<file path="src/smt_pkg.sv">
package smt_pkg;

	localparam int CAPACITY_DEF = 16;

	localparam int VALUE_W = 32;
	localparam int KIND_W = 2;
	localparam int STATUS_W = 2;

	localparam logic [KIND_W-1:0] KIND_INSERT = 2'd0;
	localparam logic [KIND_W-1:0] KIND_DELETE = 2'd1;
	localparam logic [KIND_W-1:0] KIND_COUNT = 2'd2;

	localparam logic [STATUS_W-1:0] STATUS_DONE = 2'd0;
	localparam logic [STATUS_W-1:0] STATUS_FULL = 2'd1;
	localparam logic [STATUS_W-1:0] STATUS_NOT_FOUND = 2'd2;

endpackage

</file>
<file path="src/smt_if.sv">
interface smt_req_if;
	logic valid;
	logic ready;
	logic [smt_pkg::KIND_W-1:0] kind;
	logic signed [smt_pkg::VALUE_W-1:0] value;

	modport source(output valid, output kind, output value, input ready);
	modport sink(input valid, input kind, input value, output ready);
endinterface

interface smt_rsp_if #(
	parameter int CNT_W = $clog2(smt_pkg::CAPACITY_DEF + 1)
);
	logic valid;
	logic ready;
	logic [smt_pkg::STATUS_W-1:0] status;
	logic [CNT_W-1:0] match_count;
	logic [CNT_W-1:0] occupancy;

	modport source(output valid, output status, output match_count, output occupancy,
		input ready);
	modport sink(input valid, input status, input match_count, input occupancy,
		output ready);
endinterface

</file>
<file path="src/smt_mem.sv">
module smt_mem #(
	parameter int DEPTH = smt_pkg::CAPACITY_DEF,
	parameter int AW = (DEPTH > 1) ? $clog2(DEPTH) : 1
) (
	input  logic                              clk,
	input  logic                              we,
	input  logic [AW-1:0]                     waddr,
	input  logic signed [smt_pkg::VALUE_W-1:0] wdata,
	input  logic [AW-1:0]                     raddr,
	output logic signed [smt_pkg::VALUE_W-1:0] rdata
);

	logic signed [smt_pkg::VALUE_W-1:0] mem [DEPTH];

	always_ff @(posedge clk) begin
		if (we) begin
			mem[waddr] <= wdata;
		end
		rdata <= mem[raddr];
	end

endmodule

</file>
<file path="src/smt_ctrl.sv">
module smt_ctrl #(
	parameter int CAPACITY = smt_pkg::CAPACITY_DEF,
	parameter int CNT_W = $clog2(CAPACITY + 1),
	parameter int IDX_W = (CAPACITY > 1) ? $clog2(CAPACITY) : 1
) (
	input  logic                               clk,
	input  logic                               arst_n,
	smt_req_if.sink                            req,
	smt_rsp_if.source                          rsp,
	output logic                               mem_we,
	output logic [IDX_W-1:0]                   mem_waddr,
	output logic signed [smt_pkg::VALUE_W-1:0] mem_wdata,
	output logic [IDX_W-1:0]                   mem_raddr,
	input  logic signed [smt_pkg::VALUE_W-1:0] mem_rdata
);

	typedef enum logic [2:0] {
		ST_IDLE = 3'b001,
		ST_RUN  = 3'b010,
		ST_DONE = 3'b100
	} state_t;

	localparam logic [CNT_W-1:0] CAP_CNT = CNT_W'(CAPACITY);

	state_t state_q;
	logic [smt_pkg::KIND_W-1:0] kind_q;
	logic signed [smt_pkg::VALUE_W-1:0] value_q;
	logic [CNT_W-1:0] cnt_q;
	logic [CNT_W-1:0] match_q;
	logic [smt_pkg::STATUS_W-1:0] status_q;
	logic [IDX_W-1:0] idx_q;
	logic [IDX_W-1:0] last_q;
	logic issuing_q;
	logic found_q;
	logic head_q;
	logic rd_pend_s1;
	logic [IDX_W-1:0] rd_idx_s1;

	logic rsp_valid_q;
	logic [smt_pkg::STATUS_W-1:0] rsp_status_q;
	logic [CNT_W-1:0] rsp_match_q;
	logic [CNT_W-1:0] rsp_occ_q;

	logic start;
	logic finish;
	logic set_head;
	logic set_found;
	logic match_inc;
	logic cnt_inc;
	logic cnt_dec;
	logic not_found;
	logic eq;
	logic gt;
	logic issue_last;
	logic load_rsp;
	logic [CNT_W-1:0] cnt_m1;

	assign req.ready = (state_q == ST_IDLE);
	assign start = req.valid && req.ready;
	assign eq = (mem_rdata == value_q);
	assign gt = (mem_rdata > value_q);
	assign cnt_m1 = cnt_q - 1'b1;
	assign mem_raddr = idx_q;
	assign issue_last = (kind_q == smt_pkg::KIND_INSERT) ? (idx_q == '0) : (idx_q == last_q);
	assign load_rsp = (state_q == ST_DONE) && (!rsp_valid_q || rsp.ready);

	always_comb begin
		mem_we = 1'b0;
		mem_waddr = '0;
		mem_wdata = value_q;
		finish = 1'b0;
		set_head = 1'b0;
		set_found = 1'b0;
		match_inc = 1'b0;
		cnt_inc = 1'b0;
		cnt_dec = 1'b0;
		not_found = 1'b0;
		if (start) begin
			if (req.kind == smt_pkg::KIND_INSERT && cnt_q == '0) begin
				mem_we = 1'b1;
				mem_wdata = req.value;
			end
		end else if (state_q == ST_RUN) begin
			case (kind_q)
				smt_pkg::KIND_INSERT: begin
					if (head_q) begin
						mem_we = 1'b1;
						finish = 1'b1;
						cnt_inc = 1'b1;
					end else if (rd_pend_s1) begin
						mem_we = 1'b1;
						mem_waddr = rd_idx_s1 + 1'b1;
						if (gt) begin
							mem_wdata = mem_rdata;
							set_head = (rd_idx_s1 == '0);
						end else begin
							finish = 1'b1;
							cnt_inc = 1'b1;
						end
					end
				end
				smt_pkg::KIND_DELETE: begin
					if (rd_pend_s1) begin
						if (found_q) begin
							mem_we = 1'b1;
							mem_waddr = rd_idx_s1 - 1'b1;
							mem_wdata = mem_rdata;
						end else if (eq) begin
							set_found = 1'b1;
						end
						if (rd_idx_s1 == last_q) begin
							finish = 1'b1;
							cnt_dec = found_q || eq;
							not_found = !(found_q || eq);
						end
					end
				end
				default: begin
					if (rd_pend_s1) begin
						match_inc = eq;
						finish = (rd_idx_s1 == last_q);
					end
				end
			endcase
		end
	end

	always_ff @(posedge clk or negedge arst_n) begin
		if (!arst_n) begin
			state_q <= ST_IDLE;
			cnt_q <= '0;
			issuing_q <= 1'b0;
			rd_pend_s1 <= 1'b0;
			head_q <= 1'b0;
			found_q <= 1'b0;
			rsp_valid_q <= 1'b0;
		end else begin
			rd_pend_s1 <= (state_q == ST_RUN) && issuing_q && !finish;
			case (state_q)
				ST_IDLE: begin
					if (start) begin
						head_q <= 1'b0;
						found_q <= 1'b0;
						issuing_q <= 1'b1;
						if (req.kind == smt_pkg::KIND_INSERT) begin
							if (cnt_q == CAP_CNT) begin
								state_q <= ST_DONE;
							end else if (cnt_q == '0) begin
								cnt_q <= cnt_q + 1'b1;
								state_q <= ST_DONE;
							end else begin
								state_q <= ST_RUN;
							end
						end else if (req.kind inside {smt_pkg::KIND_DELETE,
								smt_pkg::KIND_COUNT}) begin
							state_q <= (cnt_q == '0) ? ST_DONE : ST_RUN;
						end else begin
							state_q <= ST_DONE;
						end
					end
				end
				ST_RUN: begin
					if (set_head) begin
						head_q <= 1'b1;
					end
					if (set_found) begin
						found_q <= 1'b1;
					end
					if (issuing_q && issue_last && !finish) begin
						issuing_q <= 1'b0;
					end
					if (cnt_inc) begin
						cnt_q <= cnt_q + 1'b1;
					end
					if (cnt_dec) begin
						cnt_q <= cnt_q - 1'b1;
					end
					if (finish) begin
						issuing_q <= 1'b0;
						head_q <= 1'b0;
						state_q <= ST_DONE;
					end
				end
				ST_DONE: begin
					if (load_rsp) begin
						state_q <= ST_IDLE;
					end
				end
				default: begin
					state_q <= ST_IDLE;
				end
			endcase
			if (load_rsp) begin
				rsp_valid_q <= 1'b1;
			end else if (rsp.ready) begin
				rsp_valid_q <= 1'b0;
			end
		end
	end

	always_ff @(posedge clk) begin
		rd_idx_s1 <= idx_q;
		if (start) begin
			kind_q <= req.kind;
			value_q <= req.value;
			match_q <= '0;
			last_q <= IDX_W'(cnt_m1);
			idx_q <= (req.kind == smt_pkg::KIND_INSERT) ? IDX_W'(cnt_m1) : '0;
			if (req.kind == smt_pkg::KIND_INSERT && cnt_q == CAP_CNT) begin
				status_q <= smt_pkg::STATUS_FULL;
			end else if (req.kind == smt_pkg::KIND_DELETE && cnt_q == '0) begin
				status_q <= smt_pkg::STATUS_NOT_FOUND;
			end else begin
				status_q <= smt_pkg::STATUS_DONE;
			end
		end else if (state_q == ST_RUN) begin
			if (issuing_q && !issue_last) begin
				idx_q <= (kind_q == smt_pkg::KIND_INSERT) ? idx_q - 1'b1 : idx_q + 1'b1;
			end
			if (match_inc) begin
				match_q <= match_q + 1'b1;
			end
			if (not_found) begin
				status_q <= smt_pkg::STATUS_NOT_FOUND;
			end
		end
		if (load_rsp) begin
			rsp_status_q <= status_q;
			rsp_match_q <= (kind_q == smt_pkg::KIND_COUNT) ? match_q : '0;
			rsp_occ_q <= cnt_q;
		end
	end

	assign rsp.valid = rsp_valid_q;
	assign rsp.status = rsp_status_q;
	assign rsp.match_count = rsp_match_q;
	assign rsp.occupancy = rsp_occ_q;

	a_cnt_bound: assert property (@(posedge clk) disable iff (!arst_n)
		cnt_q <= CAP_CNT)
		else $error("entry count above capacity");

	a_no_write_idle: assert property (@(posedge clk) disable iff (!arst_n)
		(state_q != ST_RUN) && !start |-> !mem_we)
		else $error("memory write outside of an operation");

	a_read_in_run: assert property (@(posedge clk) disable iff (!arst_n)
		rd_pend_s1 |-> $past(state_q) == ST_RUN)
		else $error("read data pending without an active operation");

	a_waddr_range: assert property (@(posedge clk) disable iff (!arst_n)
		mem_we |-> (CNT_W + 1)'(mem_waddr) < (CNT_W + 1)'(cnt_q) + 1'b1)
		else $error("write beyond occupied region");

endmodule

</file>
<file path="src/sorted_multiset_table.sv">
// An accepted beat goes straight to the result beat on an empty table, for a
// full-table insert or an unused kind; a delete or a search walks all n stored
// entries one per cycle, and an insert walks down from the top and shifts each
// larger entry up one slot, so all n entries for an insert at the head.
// Throughput: one request at a time; the next beat is taken at the earliest result edge.
// Reset clears the occupancy and control state; memory contents are left as is.
module sorted_multiset_table #(
	parameter int CAPACITY = smt_pkg::CAPACITY_DEF
) (
	input  logic      clk,
	input  logic      arst_n,
	smt_req_if.sink   req,
	smt_rsp_if.source rsp
);

	localparam int CNT_W = $clog2(CAPACITY + 1);
	localparam int IDX_W = (CAPACITY > 1) ? $clog2(CAPACITY) : 1;

	logic mem_we;
	logic [IDX_W-1:0] mem_waddr;
	logic signed [smt_pkg::VALUE_W-1:0] mem_wdata;
	logic [IDX_W-1:0] mem_raddr;
	logic signed [smt_pkg::VALUE_W-1:0] mem_rdata;

	smt_mem #(
		.DEPTH(CAPACITY),
		.AW(IDX_W)
	) u_mem (
		.clk(clk),
		.we(mem_we),
		.waddr(mem_waddr),
		.wdata(mem_wdata),
		.raddr(mem_raddr),
		.rdata(mem_rdata)
	);

	smt_ctrl #(
		.CAPACITY(CAPACITY),
		.CNT_W(CNT_W),
		.IDX_W(IDX_W)
	) u_ctrl (
		.clk(clk),
		.arst_n(arst_n),
		.req(req),
		.rsp(rsp),
		.mem_we(mem_we),
		.mem_waddr(mem_waddr),
		.mem_wdata(mem_wdata),
		.mem_raddr(mem_raddr),
		.mem_rdata(mem_rdata)
	);

endmodule
</file>
<file path="src/flat_wrapper.sv">
// flat-port wrapper written by rule: the top's interface ports become plain ports
module sorted_multiset_table_flat 
#(
	parameter int CAPACITY = smt_pkg::CAPACITY_DEF
)
  (clk, arst_n, req_valid, req_kind, req_value, req_ready, rsp_valid, rsp_status, rsp_match_count, rsp_occupancy, rsp_ready);
  smt_req_if req_i ();
  smt_rsp_if rsp_i ();
  input  logic clk;
  input  logic arst_n;
  input wire logic [$bits(req_i.valid)-1:0] req_valid;
  input wire logic [$bits(req_i.kind)-1:0] req_kind;
  input wire logic [$bits(req_i.value)-1:0] req_value;
  output wire logic [$bits(req_i.ready)-1:0] req_ready;
  output wire logic [$bits(rsp_i.valid)-1:0] rsp_valid;
  output wire logic [$bits(rsp_i.status)-1:0] rsp_status;
  output wire logic [$bits(rsp_i.match_count)-1:0] rsp_match_count;
  output wire logic [$bits(rsp_i.occupancy)-1:0] rsp_occupancy;
  input wire logic [$bits(rsp_i.ready)-1:0] rsp_ready;
  assign req_i.valid = req_valid;
  assign req_i.kind = req_kind;
  assign req_i.value = req_value;
  assign req_ready = req_i.ready;
  assign rsp_valid = rsp_i.valid;
  assign rsp_status = rsp_i.status;
  assign rsp_match_count = rsp_i.match_count;
  assign rsp_occupancy = rsp_i.occupancy;
  assign rsp_i.ready = rsp_ready;
  sorted_multiset_table #(.CAPACITY(CAPACITY)) u_core (.clk(clk), .arst_n(arst_n), .req(req_i), .rsp(rsp_i));
endmodule
</file>
<file path="config.mk">
export PLATFORM = sky130hd
export DESIGN_NAME = sorted_multiset_table_flat
export DESIGN_NICKNAME = d
export VERILOG_FILES = /design/src/smt_pkg.sv /design/src/smt_if.sv /design/src/smt_mem.sv /design/src/smt_ctrl.sv /design/src/sorted_multiset_table.sv /design/src/flat_wrapper.sv
export SDC_FILE = /design/constraint.sdc
export NUM_CORES = 1
export LEC_CHECK = 0
export CORE_MARGIN = 8
export CORE_UTILIZATION = 48
export DETAILED_ROUTE_END_ITERATION = 16
export DONT_BUFFER_PORTS = 1
export MAX_ROUTING_LAYER = met4
export PLACE_DENSITY = 0.65
export SETUP_SLACK_MARGIN = 0.05
export SYNTH_ARGS = -nofsm -noshare
export SYNTH_HDL_FRONTEND = slang
export SYNTH_SLANG_ARGS = --single-unit
</file>
<file path="constraint.sdc">
create_clock -name clk -period 8.6 [get_ports clk]
set_clock_uncertainty 0.05 [all_clocks]
set_input_delay 0.43 -clock clk [delete_from_list [all_inputs] [get_ports clk]]
set_output_delay 0.43 -clock clk [all_outputs]
set_load 0.02 [all_outputs]
</file>
== Yosys cells after proc, flatten, opt, wreduce, memory -nomap -nowiden ==
Memory sizes are Yosys's and may differ from the RTL's. A register that Yosys moved wholly into a read port is not among the register bits.
Index checks and enable logic that the tools add are counted.
Operators by class
  equality and inequality tests: 21
  reduce and logical (&&, ||, !) cells: 36
  $add $sub $neg: 7
  mux-type cells: 102
  order comparisons: 1
Operators with widths (number)
  2-to-1 mux 32 bit: 8
  one-hot mux 32 bit (2 select lines): 1
  2-to-1 mux 1 bit: 56
  2-to-1 mux 4 bit: 11
  == test 32 bit: 1
  greater-than comparator 32 bit: 1
  2-to-1 mux 5 bit: 6
  2-to-1 mux 3 bit: 7
  AND reduction 3 bit: 4
  nonzero test 2 bit: 6
  adder 5 x 1 -> 5 bit, second input constant: 2
  logical AND 1 bit: 10
  2-to-1 mux 2 bit: 5
  one-hot mux 1 bit (2 select lines): 5
  one-hot mux 5 bit (2 select lines): 1
  inequality test 3 bit, second input constant: 3
  one-hot mux 3 bit (3 select lines): 1
  adder 4 x 1 -> 4 bit, second input constant: 2
  == test 4 bit: 2
  logical NOT 4 bit: 2
  inequality test 2 bit, second input constant: 4
  one-hot mux 4 bit (2 select lines): 1
  subtractor 4 x 1 -> 4 bit, second input constant: 2
  inequality test 2 x 1 -> 1 bit, second input constant: 3
  other kinds (14): 23
Storage, ports and cells
  register bits: 78
  memories: 1
  bits in writable memories: 512
  bits of input ports: 38
Memory list
  u_core.u_mem.mem: words 16, width 32, rd ports 1, clocked after memory_dff 1, write ports 1, RTL line smt_mem.sv:13  | logic signed [smt_pkg::VALUE_W-1:0] mem [DEPTH];

== Logic depth before layout (Yosys ltp) ==
  depth in word-level cells: 12
  mapped depth: 12
  depth with buffers taken out: 11

== Cells and area by module ==
Synthesis repeated with hierarchy kept, for this count alone.
Second synthesis, totals
  cell total of the unflattened synthesis: 1349
  area, all modules: 25266.7 µm²
By module, submodules not included
  smt_mem: instances 1, area an instance 19835.3 µm², seq. area each 16015.4 µm², cells an instance 838
  smt_ctrl: instances 1, area an instance 5431.5 µm², seq. area each 2188.3 µm², cells an instance 511

== Worst setup path after synthesis ==
Ideal clock, no wire load.
  path type: register -> register
  start: register u_core.u_ctrl.state_q[0]
  end: memory u_core.u_mem.mem[12][0] in the netlist's numbering (enable)
  path buffers: 0
  setup time: 421 ps
  period minus slack after synthesis: 4117 ps
  path slack: 4483 ps
  stages on the path, launching flop included: 8
  data required time: 8129 ps
  arrival time: 3646 ps
  cells stage by stage: dfstp_2 -> nor3b_1 -> nand2_1 -> clkinv_1 -> nand2_1 -> nor3_1 -> o21ai_0 -> nor2_1
On the way
  word-level cells in the longest chain between the ends: 5
  elaborated cells between the ends (all ways): 9
  classes of those cells: eq/ne (2); mux (6); reduce/logical (1)
Ends and longest elaborated chain
  start, declared: RTL line smt_ctrl.sv:25  | state_t state_q;
  start signal, assigned: RTL line smt_ctrl.sv:156  | state_q <= (cnt_q == '0) ? ST_DONE : ST_RUN;
  == test 3 x 1 -> 1 bit (*): RTL line smt_ctrl.sv:58  | assign req.ready = (state_q == ST_IDLE);
  named net req_ready: RTL line flat_wrapper.sv:14  | output wire logic [$bits(req_i.ready)-1:0] req_ready;
  logical AND 1 bit (*): RTL line smt_ctrl.sv:59  | assign start = req.valid && req.ready;
  2-to-1 mux 1 bit: RTL line smt_ctrl.sv:78  | if (start) begin
  2-to-1 mux 1 bit: RTL line smt_mem.sv:16  | if (we) begin
  2-to-1 mux 1 bit (implied by the code): RTL line smt_mem.sv:17  | mem[waddr] <= wdata;
  end, declared: RTL line smt_mem.sv:13
Mark *: on every way through the listed nets, which the timed path passes. The rest lies on a longest branch.

== Final worst setup path ==
  start: register u_core.u_ctrl.value_q[31] in the netlist's numbering
  end: memory u_core.u_mem.mem[0][7] in the netlist's numbering, data pin
On the way
  word-level cells in the longest chain between the ends: 7
Ends and longest elaborated chain
  start, declared: RTL line smt_ctrl.sv:27  | logic signed [smt_pkg::VALUE_W-1:0] value_q;
  start signal, assigned: RTL line smt_ctrl.sv:205  | value_q <= req.value;
  greater-than comparator 32 bit: RTL line smt_ctrl.sv:61  | assign gt = (mem_rdata > value_q);
  2-to-1 mux 32 bit: RTL line smt_ctrl.sv:93  | if (gt) begin
  2-to-1 mux 32 bit: RTL line smt_ctrl.sv:90  | end else if (rd_pend_s1) begin
  2-to-1 mux 32 bit: RTL line smt_ctrl.sv:86  | if (head_q) begin
  one-hot mux 32 bit (2 select lines): RTL line smt_ctrl.sv:84  | case (kind_q)
  2-to-1 mux 32 bit: RTL line smt_ctrl.sv:83  | end else if (state_q == ST_RUN) begin
  2-to-1 mux 32 bit: RTL line smt_ctrl.sv:78
  named net u_core.mem_wdata, one bit: RTL line sorted_multiset_table.sv:21  | logic signed [smt_pkg::VALUE_W-1:0] mem_wdata;
The timed path passes the listed nets, and every way through them passes these cells.

==> results.cfg <==
[synth]
synth_cells = 1305
synth.avg_cell_area_um2 = 19.3
ys_top_cells_by_area = edfxtp_1 (68%), mux4_2 (14%), dfxtp_1 (3.3%)
synth.distinct_cells = 58
synth_top_area_frac = 0.678
synthTopCellsByCount = edfxtp_1 (568), mux4_2 (160), nor2_1 (49), inv_1 (47), a21oi_1 (44)
yosysMostFrequentCell = edfxtp_1
synth_top_cell_by_area = edfxtp_1
ys.flop_type = edfxtp_1
synth-edff-count = 568
async_reset_ff_frac = 0.0209
syn-num-nets = 1386
synth.cell_area_um2 = 25200
yosysSeqAreaShare = 0.724
yosys_register_bits = 622
synth_warnings = 0

[floorplan]
die-height_um = 245
die_w_um = 245
fp.coreArea_um2 = 52200
die-area_um2 = 60000
fp-row-count = 84
start_util = 0.482
ios = 52

[placement]
pre_cts_slack_ns = 4.09
port_buffers = 0
dp_hpwl_um = 32100
gp_congestion = 0.847

[timing]
setup_viol_count_final = 0
worst_slew_pin_slew_ns = 1.19
min_period_ns = 4.53
timing.final.ws_setup_ns = 4.07
hold_viol = 0
timing.final.crit_share = 0.526
rsz0062_at_grt = no
slew_violations = 0
slew_headroom = 0.197
max_freq_ghz = 0.221
setup_tns_ns = 0

[global_route]
grt_pass1_vias = 13100
antenna_found_initial = 0
grt_use_total = 0.197
grt_pass1_wl_um = 85700
grt_max_degree = 71
gr-total-overflow = 0

[clock_tree]
cts_setup_buffers = 0
path_clk_slew_ns = 0.06
tritoncts = done
cts-resized-gates = 0
cts.path.max_buffers = 3
cts_buffers = 61
h-tree-depth = 2
clock_latency_ns = 0.63
cts_root_buffer = clkbuf_16
cts_sinks = 622

[routing]
drt-total-wl_um = 57300
vias = 12800
drc = 0
firstDrtPassIters = 6
viasPerCell = 6.00
drt_iter0_markers = 1312
wl_per_cell_um = 26.9
drtAntennaViolNets = 0

[cells_and_area]
final-seq-area_um2 = 18200
syn2layout_area_growth_pct = 14.3
n_fill_cell = 3899
nNetsFinal = 1472
finalCoreUtilization = 0.550
drive_above_1_share = 0.249
multiInputGateArea_um2 = 6640

[power_and_ir_drop]
p_switching_mw = 2.42
pwr-share-clk = 0.316
irDropWorstVdd_uv = 214
intPower_mw = 6.27
power_mw = 8.69
pwr-share-seq = 0.438
power_density_nw_per_um2 = 302
combPwrFrac = 0.246
leakagePower_nw = 9.43
swShare = 0.278

[critical_path]
critPathKind = register to register
worst_setup_path_start_kind = register
worstPathRequired_ns = 9.02
critPathCaptureType = register
r2r_setup_slack_ns = 4.07
cp_max_fo = 18
arrival_ns = 4.95

[hold_path]
hp-class = input port to register

[flow_run]
cap_violations = 0

[run_status]
status = completed
worst max-delay path: stages, from the launching register on:
cell and delay [ns]:
edfxtp_1 0.37, inv_1 0.08, ha_1 0.44, nand4_1 0.26, nor4_4 0.36, nand3_2 0.21
nor4_4 0.51, inv_2 0.11, o2111ai_4 0.42, mux2_2 0.30, a21oi_1 0.06, a311oi_1 0.89
buf_4 0.30
worst paths after layout:
kind | startpoint | end | cells past startpoint
min | rsp_ready | u_core.u_ctrl.rsp.valid$_DFFE_PN0P_ | 2
max | u_core.u_ctrl.value_q[31]$_DFFE_PP_ | u_core.u_mem.mem[0][7]$_DFFE_PP_ | 12
min reg2reg | u_core.u_ctrl.status_q[0]$_SDFFCE_PN0P_ | u_core.u_ctrl.rsp.status[0]$_DFFE_PP_ | 0
max reg2reg | u_core.u_ctrl.value_q[31]$_DFFE_PP_ | u_core.u_mem.mem[0][7]$_DFFE_PP_ | 12
min in group asynchronous | arst_n | u_core.u_ctrl.cnt_q[2]$_DFFE_PN0P_ | 1
max in group asynchronous | arst_n | u_core.u_ctrl.cnt_q[1]$_DFFE_PN0P_ | 1
metal layers:
layer,global-route usage,vias to the layer above,wire length (um)
met5,-,-,0
met4,0.0510,0,1230
met3,0.0350,94,4040
met2,0.313,456,28200
met1,0.264,6767,23800
li1,-,5490,-
per-stage QoR:
stage	instance area [um2]	std cells	hold slack, ns
floorplan	25200	1305	0.0844
global placement	26300	1981	0.0850
detailed placement	26300	1981	0.0850
CTS	28700	2131	0.000627
global route	28700	2131	0.0323
finish	28700	2133	0.0278
what timing repair did:
| action | 4_1_cts | 5_1_grt |
|---|---|---|
| hold buffers | 35 | 0 |
| hold endpoints to repair | 47 | 0 |
| endpoints found under the setup margin | 0 | 0 |
logic make-up after synthesis:
| group | after synthesis | share of synthesized area |
|---|---|---|
| adder cells (fa/ha/maj) | 43 | 0.0217 |
| XOR/XNOR | 20 | 0.00696 |
| buffers and inverters | 113 | 0.0178 |
| AO/OA/AOI/OAI | 164 | 0.0423 |
| AND/OR/NAND/NOR | 153 | 0.0299 |
| multiplexers | 190 | 0.158 |
| flip-flops | 622 | 0.724 |
power groups by stage:
stage | Sequential [mW] | Clock (mW) | Combinational (mW)
after detailed placement | 3.86 | 0 | 2.13
after global routing | 3.81 | 2.92 | 2.32
final | 3.80 | 2.75 | 2.14
after CTS | 3.80 | 2.80 | 2.17
after floorplan | 3.80 | 0 | 1.60
after global placement | 3.85 | 0 | 2.12
cells in the final DEF (no fill, tap or decap), types with 35 or more instances in the layout:
master / count
ha_1: 42
mux4_2: 160
nand2_1: 39
buf_4: 52
clkbuf_16: 62
inv_1: 47
a21oi_1: 44
edfxtp_1: 568
dfxtp_1: 41
dlygate4sd3_1: 35
o21ai_0: 41
final cells by class:
type	instances	share of cell area
Sequential cell	622	0.633
Tap cell	688	0.0300
Antenna cell	2	0.000174
Inverter	49	0.00640
Clock inverter	32	0.0129
Timing Repair Buffer	87	0.0258
Multi-Input combinational cell	570	0.231
Clock buffer	83	0.0602
state kept, by name (all words and copies together), names as in the netlist, 3 cells and up:
name and cells:
u_core.u_ctrl.rsp.match_count 5, u_core.u_ctrl.rsp.occupancy 5, u_core.u_ctrl.last_q 4, u_core.u_ctrl.rd_idx_s1 4
u_core.u_mem.rdata 32, u_core.u_ctrl.mem_raddr 4, u_core.u_ctrl.state_q 3, u_core.u_ctrl.value_q 32
u_core.u_mem.mem 512, u_core.u_ctrl.cnt_q 5, u_core.u_ctrl.match_q 5
(Power assumes the default switching activity.)
